==> src/sv/msa_pkg.sv <==
`timescale 1ns / 1ps
package msa_pkg;

	// sizing of the stores
	localparam int MAX_SLOTS = 1024;
	localparam int MAX_IDS   = 1024;

	// fixed field widths
	localparam int CFG_W  = 11;
	localparam int ID_W   = 10;
	localparam int SEAT_W = 11;
	localparam int STAT_W = 2;
	localparam int DATA_W = 32;
	localparam int ADDR_W = 3;
	// positions run up to n+1, n being num_slots clamped to 1024; num_slots is at most 2047
	localparam int POS_W  = CFG_W + 1;

	localparam int SLOT_AW = $clog2(MAX_SLOTS);
	localparam int ID_AW   = $clog2(MAX_IDS);
	localparam int CLR_N   = (MAX_SLOTS > MAX_IDS) ? MAX_SLOTS : MAX_IDS;
	localparam int CLR_AW  = $clog2(CLR_N);

	localparam logic [CFG_W-1:0] INF_CODE   = '1;
	localparam logic [CFG_W-1:0] DIST_MAX   = INF_CODE - CFG_W'(1);
	localparam logic [CFG_W-1:0] SLOTS_RST  = CFG_W'(1024);
	localparam logic [CFG_W-1:0] MINREQ_RST = '0;

	// request codes
	localparam logic FUNC_ARRIVE = 1'b0;
	localparam logic FUNC_LEAVE  = 1'b1;

	// result status codes
	localparam logic [STAT_W-1:0] STAT_OK       = 2'd0;
	localparam logic [STAT_W-1:0] STAT_NO_SLOT  = 2'd1;
	localparam logic [STAT_W-1:0] STAT_UNSEATED = 2'd2;

	// register index (paddr[2])
	localparam logic REG_NUM_SLOTS = 1'b0;
	localparam logic REG_MIN_REQ   = 1'b1;

	typedef struct packed {
		logic clear;
		logic accept;
		logic scan;
		logic commit;
		logic lv_chk;
		logic load_out;
	} cmd_t;

	typedef struct packed {
		logic clear_last;
		logic reject;
		logic is_leave;
		logic scan_done;
		logic out_free;
	} stat_t;

endpackage

==> src/sv/msa_ctrl.sv <==
`timescale 1ns / 1ps
module msa_ctrl (
	input  logic           clk,
	input  logic           arst_n,
	input  logic           in_valid,
	output logic           in_ready,
	input  msa_pkg::stat_t st,
	output msa_pkg::cmd_t  cmd
);
	import msa_pkg::*;

	typedef enum logic [6:0] {
		ST_CLEAR  = 7'b0000001,
		ST_IDLE   = 7'b0000010,
		ST_SCAN   = 7'b0000100,
		ST_COMMIT = 7'b0001000,
		ST_LV_RD  = 7'b0010000,
		ST_LV_CHK = 7'b0100000,
		ST_RESP   = 7'b1000000
	} state_t;

	state_t state_q, state_d;

	always_comb begin
		state_d = state_q;
		unique case (state_q)
			ST_CLEAR: begin
				if (st.clear_last) state_d = ST_IDLE;
			end
			ST_IDLE: begin
				if (in_valid) begin
					priority if (st.reject) state_d = ST_RESP;
					else if (st.is_leave) state_d = ST_LV_RD;
					else state_d = ST_SCAN;
				end
			end
			ST_SCAN: begin
				if (st.scan_done) state_d = ST_COMMIT;
			end
			ST_COMMIT: state_d = ST_RESP;
			ST_LV_RD:  state_d = ST_LV_CHK;
			ST_LV_CHK: state_d = ST_RESP;
			ST_RESP: begin
				if (st.out_free) state_d = ST_IDLE;
			end
			default: state_d = ST_CLEAR;
		endcase
	end

	always_ff @(posedge clk or negedge arst_n) begin
		if (!arst_n) begin
			state_q <= ST_CLEAR;
		end else begin
			state_q <= state_d;
		end
	end

	assign in_ready     = (state_q == ST_IDLE);
	assign cmd.clear    = (state_q == ST_CLEAR);
	assign cmd.accept   = (state_q == ST_IDLE) && in_valid;
	assign cmd.scan     = (state_q == ST_SCAN);
	assign cmd.commit   = (state_q == ST_COMMIT);
	assign cmd.lv_chk   = (state_q == ST_LV_CHK);
	assign cmd.load_out = (state_q == ST_RESP) && st.out_free;

endmodule

==> config.mk <==
export PLATFORM = sky130hd
export DESIGN_NAME = msa_ctrl
export DESIGN_NICKNAME = d
export VERILOG_FILES = /design/src/sv/msa_pkg.sv /design/src/sv/msa_ctrl.sv
export SDC_FILE = /design/constraint.sdc
export NUM_CORES = 1
export LEC_CHECK = 0
export ABC_AREA = 1
export BUFFER_PORTS_ARGS = -buffer_cell sky130_fd_sc_hd__buf_2
export CAP_MARGIN = 20
export CORE_MARGIN = 2
export CORE_UTILIZATION = 35
export DETAILED_ROUTE_END_ITERATION = 8
export PLACE_DENSITY = 0.63
export REMOVE_ABC_BUFFERS = 1
export SLEW_MARGIN = 20
export SYNTH_ARGS = -nofsm -noshare
export SYNTH_HDL_FRONTEND = slang
export SYNTH_SLANG_ARGS = --single-unit
==> constraint.sdc <==
create_clock -name clk -period 1.4 [get_ports clk]
set_input_delay 0.07 -clock clk [delete_from_list [all_inputs] [get_ports clk]]
set_output_delay 0.07 -clock clk [all_outputs]
set_load 0.1 [all_outputs]
* Word-level counts from Yosys, hierarchy flattened
Index checks and enable logic that the tools add are counted.
** Word-level totals
- Register bits :: 7
- Input bits :: 8
- Output and inout bits :: 7
- Logic and storage cells :: 23
** Operators by class
- Eq/ne operators :: 11
- Mux-type cells :: 7
- Reductions and logical operators :: 4
** Operator list (count)
- 7-bit case mux with 6 select lines :: 1
- 7-bit two-way mux :: 5
- 2-bit inequality test, second input constant :: 4
- 7-bit by 1-bit == test with 1-bit output, second input constant :: 1
- 7-bit by 2-bit == test with 1-bit output, second input constant :: 1
- 7-bit by 3-bit == test with 1-bit output, second input constant :: 1
- 7-bit by 4-bit == test with 1-bit output, second input constant :: 1
- 7-bit by 5-bit == test with 1-bit output, second input constant :: 1
- 7-bit by 6-bit == test with 1-bit output, second input constant :: 1
- 7-bit == test, second input constant :: 1
- 5-bit two-way mux :: 1
- 4-bit AND reduction :: 1
- 1-bit logical AND :: 2
- 2-bit OR reduction :: 1

* Logic depth before layout (Yosys ltp)
Gate-level depths: netlist of the first run.
- Word-level depth :: 4
- Depth in mapped cells :: 8
- Depth with buffers taken out :: 8

* Worst setup path before layout of the first run
OpenSTA, ideal clock, no wires.
- Kind :: register to register
- From :: register state_q[1]
- To :: register state_q[6]
- Setup time :: 66 ps
- Data arrival time :: 2228 ps
- Required time :: 1334 ps
- Setup slack :: -894 ps
- Cell stages (with the launch flop) :: 8
- Buffers on the path :: 0
- Period minus slack after synthesis :: 2294 ps
- Cell sequence :: dfrtp_1 nor2_1 nand2_1 nor2_1 nor2_1 o21ai_0 nand2_1 nand2_1
** RTL lines
- start, declared :: line msa_ctrl.sv:22 : state_t state_q, state_d;
- start signal, assigned :: line msa_ctrl.sv:54 : state_q <= state_d;

==> results of run 1 <==
layout make-up:
cell class	count	area (sq um)	area share
clock buffer	4	26.3	0.0322
tap	15	18.8	0.0230
timing repair buffer	24	253	0.310
inverter	16	60.1	0.0736
sequential	7	178	0.218
multi-input combinational	52	280	0.344
cells in the mapped netlist (all sizes together):
library cell / count
dfrtp: 6
nand2: 24
nor3: 3
dfstp: 1
o21ai: 1
inv: 16
nand3b: 1
nand3: 7
nor2: 16
report_power, final:
group	total, W	internal (W)	switching, W
Combinational	0.00106	0.000395	0.000666
Sequential	0.000292	0.000257	0.0000352
Clock	0.000183	0.000109	0.0000740
Total	0.00154	0.000761	0.000775
cells in the final DEF (no fill, tap or decap), drive strengths merged:
cell type,count
o21ai,1
nand3b,1
inv,16
nand3,7
dlygate4sd3,1
clkbuf,4
nor3,3
dfrtp,6
nand2,24
nor2,16
buf,23
dfstp,1
critical path, stage by stage (launching register included):
cell and delay (ps):
dfrtp_1 390, inv_1 70, nand2_1 90, nor2_2 180, nand2_4 100, nor2_4 110
buf_12 180
timing repair:
| action | 4_1_cts | 5_1_grt |
|---|---|---|
| cloned | 0 | 0 |
| gates resized for setup | 13 | 9 |
| endpoints found under the setup margin | 5 | 11 |
| pin swaps | 3 | 7 |
| hold buffers | 1 | 0 |
| endpoints found under the hold margin | 7 | 0 |
| setup buffers | 3 | 5 |
how the worst max path moves through the flow:
stage | from | end | slack, ps
6_report | state_q[3] | cmd[4] | -50
5_1_grt | state_q[1] | cmd[4] | -100
4_1_cts | state_q[4] | cmd[4] | -40
3_5_place_dp | state_q[4] | cmd[4] | 110
3_3_place_gp | state_q[4] | cmd[4] | 120
2_1_floorplan | state_q[1] | state_q[6] | -890
kinds of logic after synthesis:
| group | Yosys count |
|---|---|
| buffers and inverters | 16 |
| AO/OA/AOI/OAI | 1 |
| flip-flops | 7 |
| AND/OR/NAND/NOR | 51 |
stage by stage:
step	utilization	area (sq um)
2_1_floorplan	-	462
3_3_place_gp	0.529	671
3_5_place_dp	0.529	671
4_1_cts	0.600	761
5_1_grt	0.643	816
6_report	0.643	816
routing by layer:
metal,share of wire,global-route usage
met3,0.066,0.0444
met1,0.41,0.189
met5,0,0
met2,0.50,0.250
met4,0.021,0.100
==> results.sh, run 1 <==
export IMPL_status="complete, but fails checks"
export IMPL_violations="setup timing"
export IMPL_synthesis_area_sq_um=462
export IMPL_via_per_inst=4.66
export IMPL_synth_top_family_by_area="simple AND/OR/NAND/NOR gates"
export IMPL_syn_to_final_growth_pct=76.7
export IMPL_cap_violations=0
export IMPL_synth_fa_ha_area_frac=0
export IMPL_pre_cts_ws_ps=108
export IMPL_die_area_sq_um=1630
export IMPL_drtAntennaViolNets=0
export IMPL_root_buffer="clkbuf_4"
export IMPL_yosys_area_top_type_share=0.325
export IMPL_whs_ps=71.7
export IMPL_tritoncts="yes"
export IMPL_synth_area_mux_share=0
export IMPL_fin_ws_ps=-45.7
export IMPL_antenna_found_initial=0
export IMPL_report_final_slew_viol_count=0
export IMPL_setup_tns_ps=-81.6
export IMPL_netlist_top_cells_area="dfrtp_1, nand2_1, nor2_1, inv_1, nand3_1"
export IMPL_synth_top_cell_by_area="dfrtp_1"
export IMPL_numCtsBuffers=3
export IMPL_gp_congestion=0.814
export IMPL_synth_warnings=0
export IMPL_start_kind="register"
export IMPL_htreeDepth=1
export IMPL_powerDensity_nw_per_um2=1880
export IMPL_ys_seq_area_frac=0.382
export IMPL_grt_max_degree=8
export IMPL_critPathKind="reg2out"
export IMPL_hold_start="st[2]"
export IMPL_core_area_sq_um=1270
export IMPL_port_buffer_count=14
export IMPL_cts_sinks=7
export IMPL_diodes=0
export IMPL_worstHoldPathCells=3
export IMPL_dp_cells=106
export IMPL_finalSetupViolCount=3
export IMPL_clkTransAtPathRegs_ps=50
export IMPL_hold_class="in2reg"
export IMPL_dp_hpwl_um=841
export IMPL_synth_compound_area_frac=0.0108
export IMPL_overflow=0
export IMPL_syn_avg_cell_area_sq_um=6.16
export IMPL_max_freq_mhz=692
export IMPL_io_pins=15
export IMPL_period_share=1.03
export IMPL_power_leakage_nw=0.458
export IMPL_period_needed_ps=1450
export IMPL_grt_pass1_vias=409
export IMPL_die_y_um=40.3
export IMPL_clock_path_buffers=2
export IMPL_row_count=13
export IMPL_die_w_um=40.3
export IMPL_end_kind="output pin"
export IMPL_wl_per_cell_um=9.84
export IMPL_timing_rr_start="state_q[4]"
export IMPL_layoutNonFillerInstCount=118
export IMPL_finalWirelength_mm=1.16
export IMPL_irDropWorstVdd_mv=0.988
export IMPL_drive_above_1_share=0.495
export IMPL_fin_nets=112
export IMPL_ys_types=13
export IMPL_gr_usage_all_layers=0.159
export IMPL_r2r_worst_path_cells=9
export IMPL_ys_seq_elements=7
export IMPL_worst_slew_pin_slew_ps=203
export IMPL_power_w=0.00154
export IMPL_fin_skew_ps=4.99
export IMPL_crit_arrival_ps=1380
export IMPL_drc=0
export IMPL_drtIter0Drc=12
export IMPL_start_util=0.364
export IMPL_top_register="state_q"
export IMPL_synth_xor_area_frac=0
export IMPL_top_regs="state_q (7)"
export IMPL_dr_pass1_iters=4
export IMPL_rrSetupSlack_ps=20
export IMPL_largest_reg_flops=7
export IMPL_regToRegEndpoint="state_q[1]"
export IMPL_worst_ep_required_time_ps=1330
export IMPL_grt_first_pass_wirelength_mm=1.61
export IMPL_worst_slew_margin_rel=0.864
export IMPL_synth_simple_area_share=0.477
export IMPL_synthCells=75
export IMPL_clkLatencyLatePin_ps=250
export IMPL_num_vias=550
export IMPL_holdPathEnd="state_q[4]"
export IMPL_n_fill_cell=114
export IMPL_finalHoldViolCount=0
export IMPL_rsz0062_at_grt="true"
export IMPL_crit_fanout=3
Power figures use the tool's default switching activity.
==> run 2, diff against run 1 <==
--- a/config.mk
+++ b/config.mk
@@ -11,7 +11,8 @@
 export CORE_MARGIN = 2
 export CORE_UTILIZATION = 35
 export DETAILED_ROUTE_END_ITERATION = 8
-export PLACE_DENSITY = 0.63
+export PLACE_DENSITY = 0.65
+export RECOVER_POWER = 25
 export REMOVE_ABC_BUFFERS = 1
 export SLEW_MARGIN = 20
 export SYNTH_ARGS = -nofsm -noshare
==> constraint.sdc (replaced) <==
create_clock -name clk -period 1.25 [get_ports clk]
set_input_delay 0.0625 -clock clk [delete_from_list [all_inputs] [get_ports clk]]
set_output_delay 0.0625 -clock clk [all_outputs]
set_load 0.1 [all_outputs]
==> run 2 against run 1 <==
The flow still finishes with violations (setup timing). Worst setup slack got worse by 130 ps. First-iteration DRC count fell by 83%. Non-clock buffer count did not move. Clock skew fell by 1.9 ps. Utilization rose by 2.7 points. Total power rose by 12%. Worst hold slack improved by 4.9 ps. Sequential share of layout area fell by 0.87 points. Sequential power rose by 13%. Largest cell class unchanged. Largest power group unchanged.
==> results.sh, run 2 (synthesis results as in run 1) <==
export IMPL_status="complete, but fails checks"
export IMPL_violations="setup timing"
export IMPL_drtIter0Drc=2
export IMPL_clock_path_buffers=2
export IMPL_layoutNonFillerInstCount=118
export IMPL_timing_rr_start="state_q[0]"
export IMPL_die_area_sq_um=1630
export IMPL_max_freq_mhz=700
export IMPL_cpMaxStageDelayCell="dfrtp_1"
export IMPL_dpl_cell_area_sq_um=678
export IMPL_grt_first_pass_wirelength_mm=1.79
export IMPL_diodes=0
export IMPL_dr_pass1_iters=4
export IMPL_period_share=1.14
export IMPL_fin_skew_ps=3.06
export IMPL_setup_tns_ps=-1760
export IMPL_root_buffer="clkbuf_4"
export IMPL_report_final_slew_viol_count=0
export IMPL_finalWirelength_mm=1.19
export IMPL_antenna_found_initial=0
export IMPL_path_cells="inv_1 -> nand2_1 -> nor2_2 -> nand2_2 -> nor2_4 -> buf_12"
export IMPL_worstHoldPathCells=3
export IMPL_clkTransAtPathRegs_ps=50
export IMPL_top_regs="state_q (7)"
export IMPL_crit_arrival_ps=1370
export IMPL_finalHoldViolCount=0
export IMPL_crit_fanout=5
export IMPL_die_w_um=40.3
export IMPL_drtAntennaViolNets=0
export IMPL_numCtsBuffers=3
export IMPL_grt_max_degree=8
export IMPL_timing_critical_path_buf_inv=2
export IMPL_row_count=13
export IMPL_r2r_worst_path_cells=7
export IMPL_worst_slew_pin_slew_ps=374
export IMPL_period_needed_ps=1430
export IMPL_hold_class="in2reg"
export IMPL_largest_reg_flops=7
export IMPL_cpPeakStageDelay_ps=410
export IMPL_htreeDepth=1
export IMPL_worst_slew_margin_rel=0.751
export IMPL_layout_common_cells="nand2_1, inv_1, nand2_2, buf_12, buf_4"
export IMPL_final_cell_area_sq_um=850
export IMPL_top_register="state_q"
export IMPL_tritoncts="yes"
export IMPL_grt_pass1_vias=490
export IMPL_cap_violations=0
export IMPL_rsz0062_at_grt="true"
export IMPL_final_common_cell="nand2_1"
export IMPL_power_leakage_nw=0.461
export IMPL_end_kind="output pin"
export IMPL_dp_hpwl_um=898
export IMPL_overflow=0
export IMPL_worst_ep_required_time_ps=1190
export IMPL_clkLatencyLatePin_ps=240
export IMPL_die_y_um=40.3
export IMPL_powerDensity_nw_per_um2=2030
export IMPL_wl_per_cell_um=10.0
export IMPL_port_buffer_count=14
export IMPL_num_vias=536
export IMPL_dp_cells=107
export IMPL_finalSetupViolCount=13
export IMPL_hold_start="st[2]"
export IMPL_cts_sinks=7
export IMPL_drive_above_1_share=0.544
export IMPL_drc=0
export IMPL_holdPathEnd="state_q[4]"
export IMPL_critPathKind="reg2out"
export IMPL_fin_nets=112
export IMPL_gp_congestion=0.736
export IMPL_critical_path_top_delay_family="simple AND/OR/NAND/NOR gates"
export IMPL_gr_usage_all_layers=0.177
export IMPL_final_util=0.670
export IMPL_rrSetupSlack_ps=-150
export IMPL_via_per_inst=4.54
export IMPL_io_pins=15
export IMPL_fin_ws_ps=-178
export IMPL_start_kind="register"
export IMPL_irDropWorstVdd_mv=1.37
export IMPL_syn_to_final_growth_pct=84.0
export IMPL_core_area_sq_um=1270
export IMPL_regToRegEndpoint="state_q[6]"
export IMPL_start_util=0.364
-- run 2: worst min-delay path: stages --
cell and delay, ps:
buf_2 100, nand3_1 70, nor2_1 40
-- run 2: repair_timing --
action | in CTS | in global routing
endpoints found under the hold margin | 7 | 0
buffers inserted | 6 | 0
resized for setup | 26 | 6
endpoints found under the setup margin | 12 | 13
hold buffers | 1 | 0
pin swaps | 6 | 2
-- run 2: worst max-delay path by stage --
stage,start,to,slack (ps),depth (start not counted)
2_1_floorplan,state_q[1],state_q[6],-1040,7
3_3_place_gp,state_q[2],cmd[4],-7,6
3_5_place_dp,state_q[3],cmd[4],-50,6
4_1_cts,state_q[4],cmd[4],-190,6
5_1_grt,state_q[3],cmd[4],-250,6
6_report,state_q[3],cmd[4],-180,6
-- run 2: per-stage QoR --
stage               hold WS, ps  worst slack [ps]  power, W
CTS                        72.8              -186   0.00170
floorplan                  -233             -1040  0.000979
global route               83.4              -248   0.00183
global placement           -102             -7.03   0.00128
detailed placement        -97.6             -47.1   0.00129
finish                     76.6              -178   0.00172
-- run 2: per-layer routing --
layer  vias up  wire, um  global-route usage  share of wire
li1        280         -                   -              -
met4         0        14               0.125          0.012
met5         -         0                   0              0
met1       238       470               0.186           0.40
met3         2        46              0.0333          0.039
met2        16       653               0.310           0.55
-- run 2: cell type report --
type | instances | area, sq um
multi-input combinational | 52 | 305
fill | 108 | 419
sequential | 7 | 178
timing repair buffer | 24 | 259
clock buffer | 4 | 26.3
inverter | 16 | 62.6
tap | 15 | 18.8
-- run 2: report_power, final --
part,switching (W),internal [W]
registers,0.0000415,0.000288
clock network,0.0000738,0.000121
logic,0.000756,0.000441
total,0.000871,0.000850
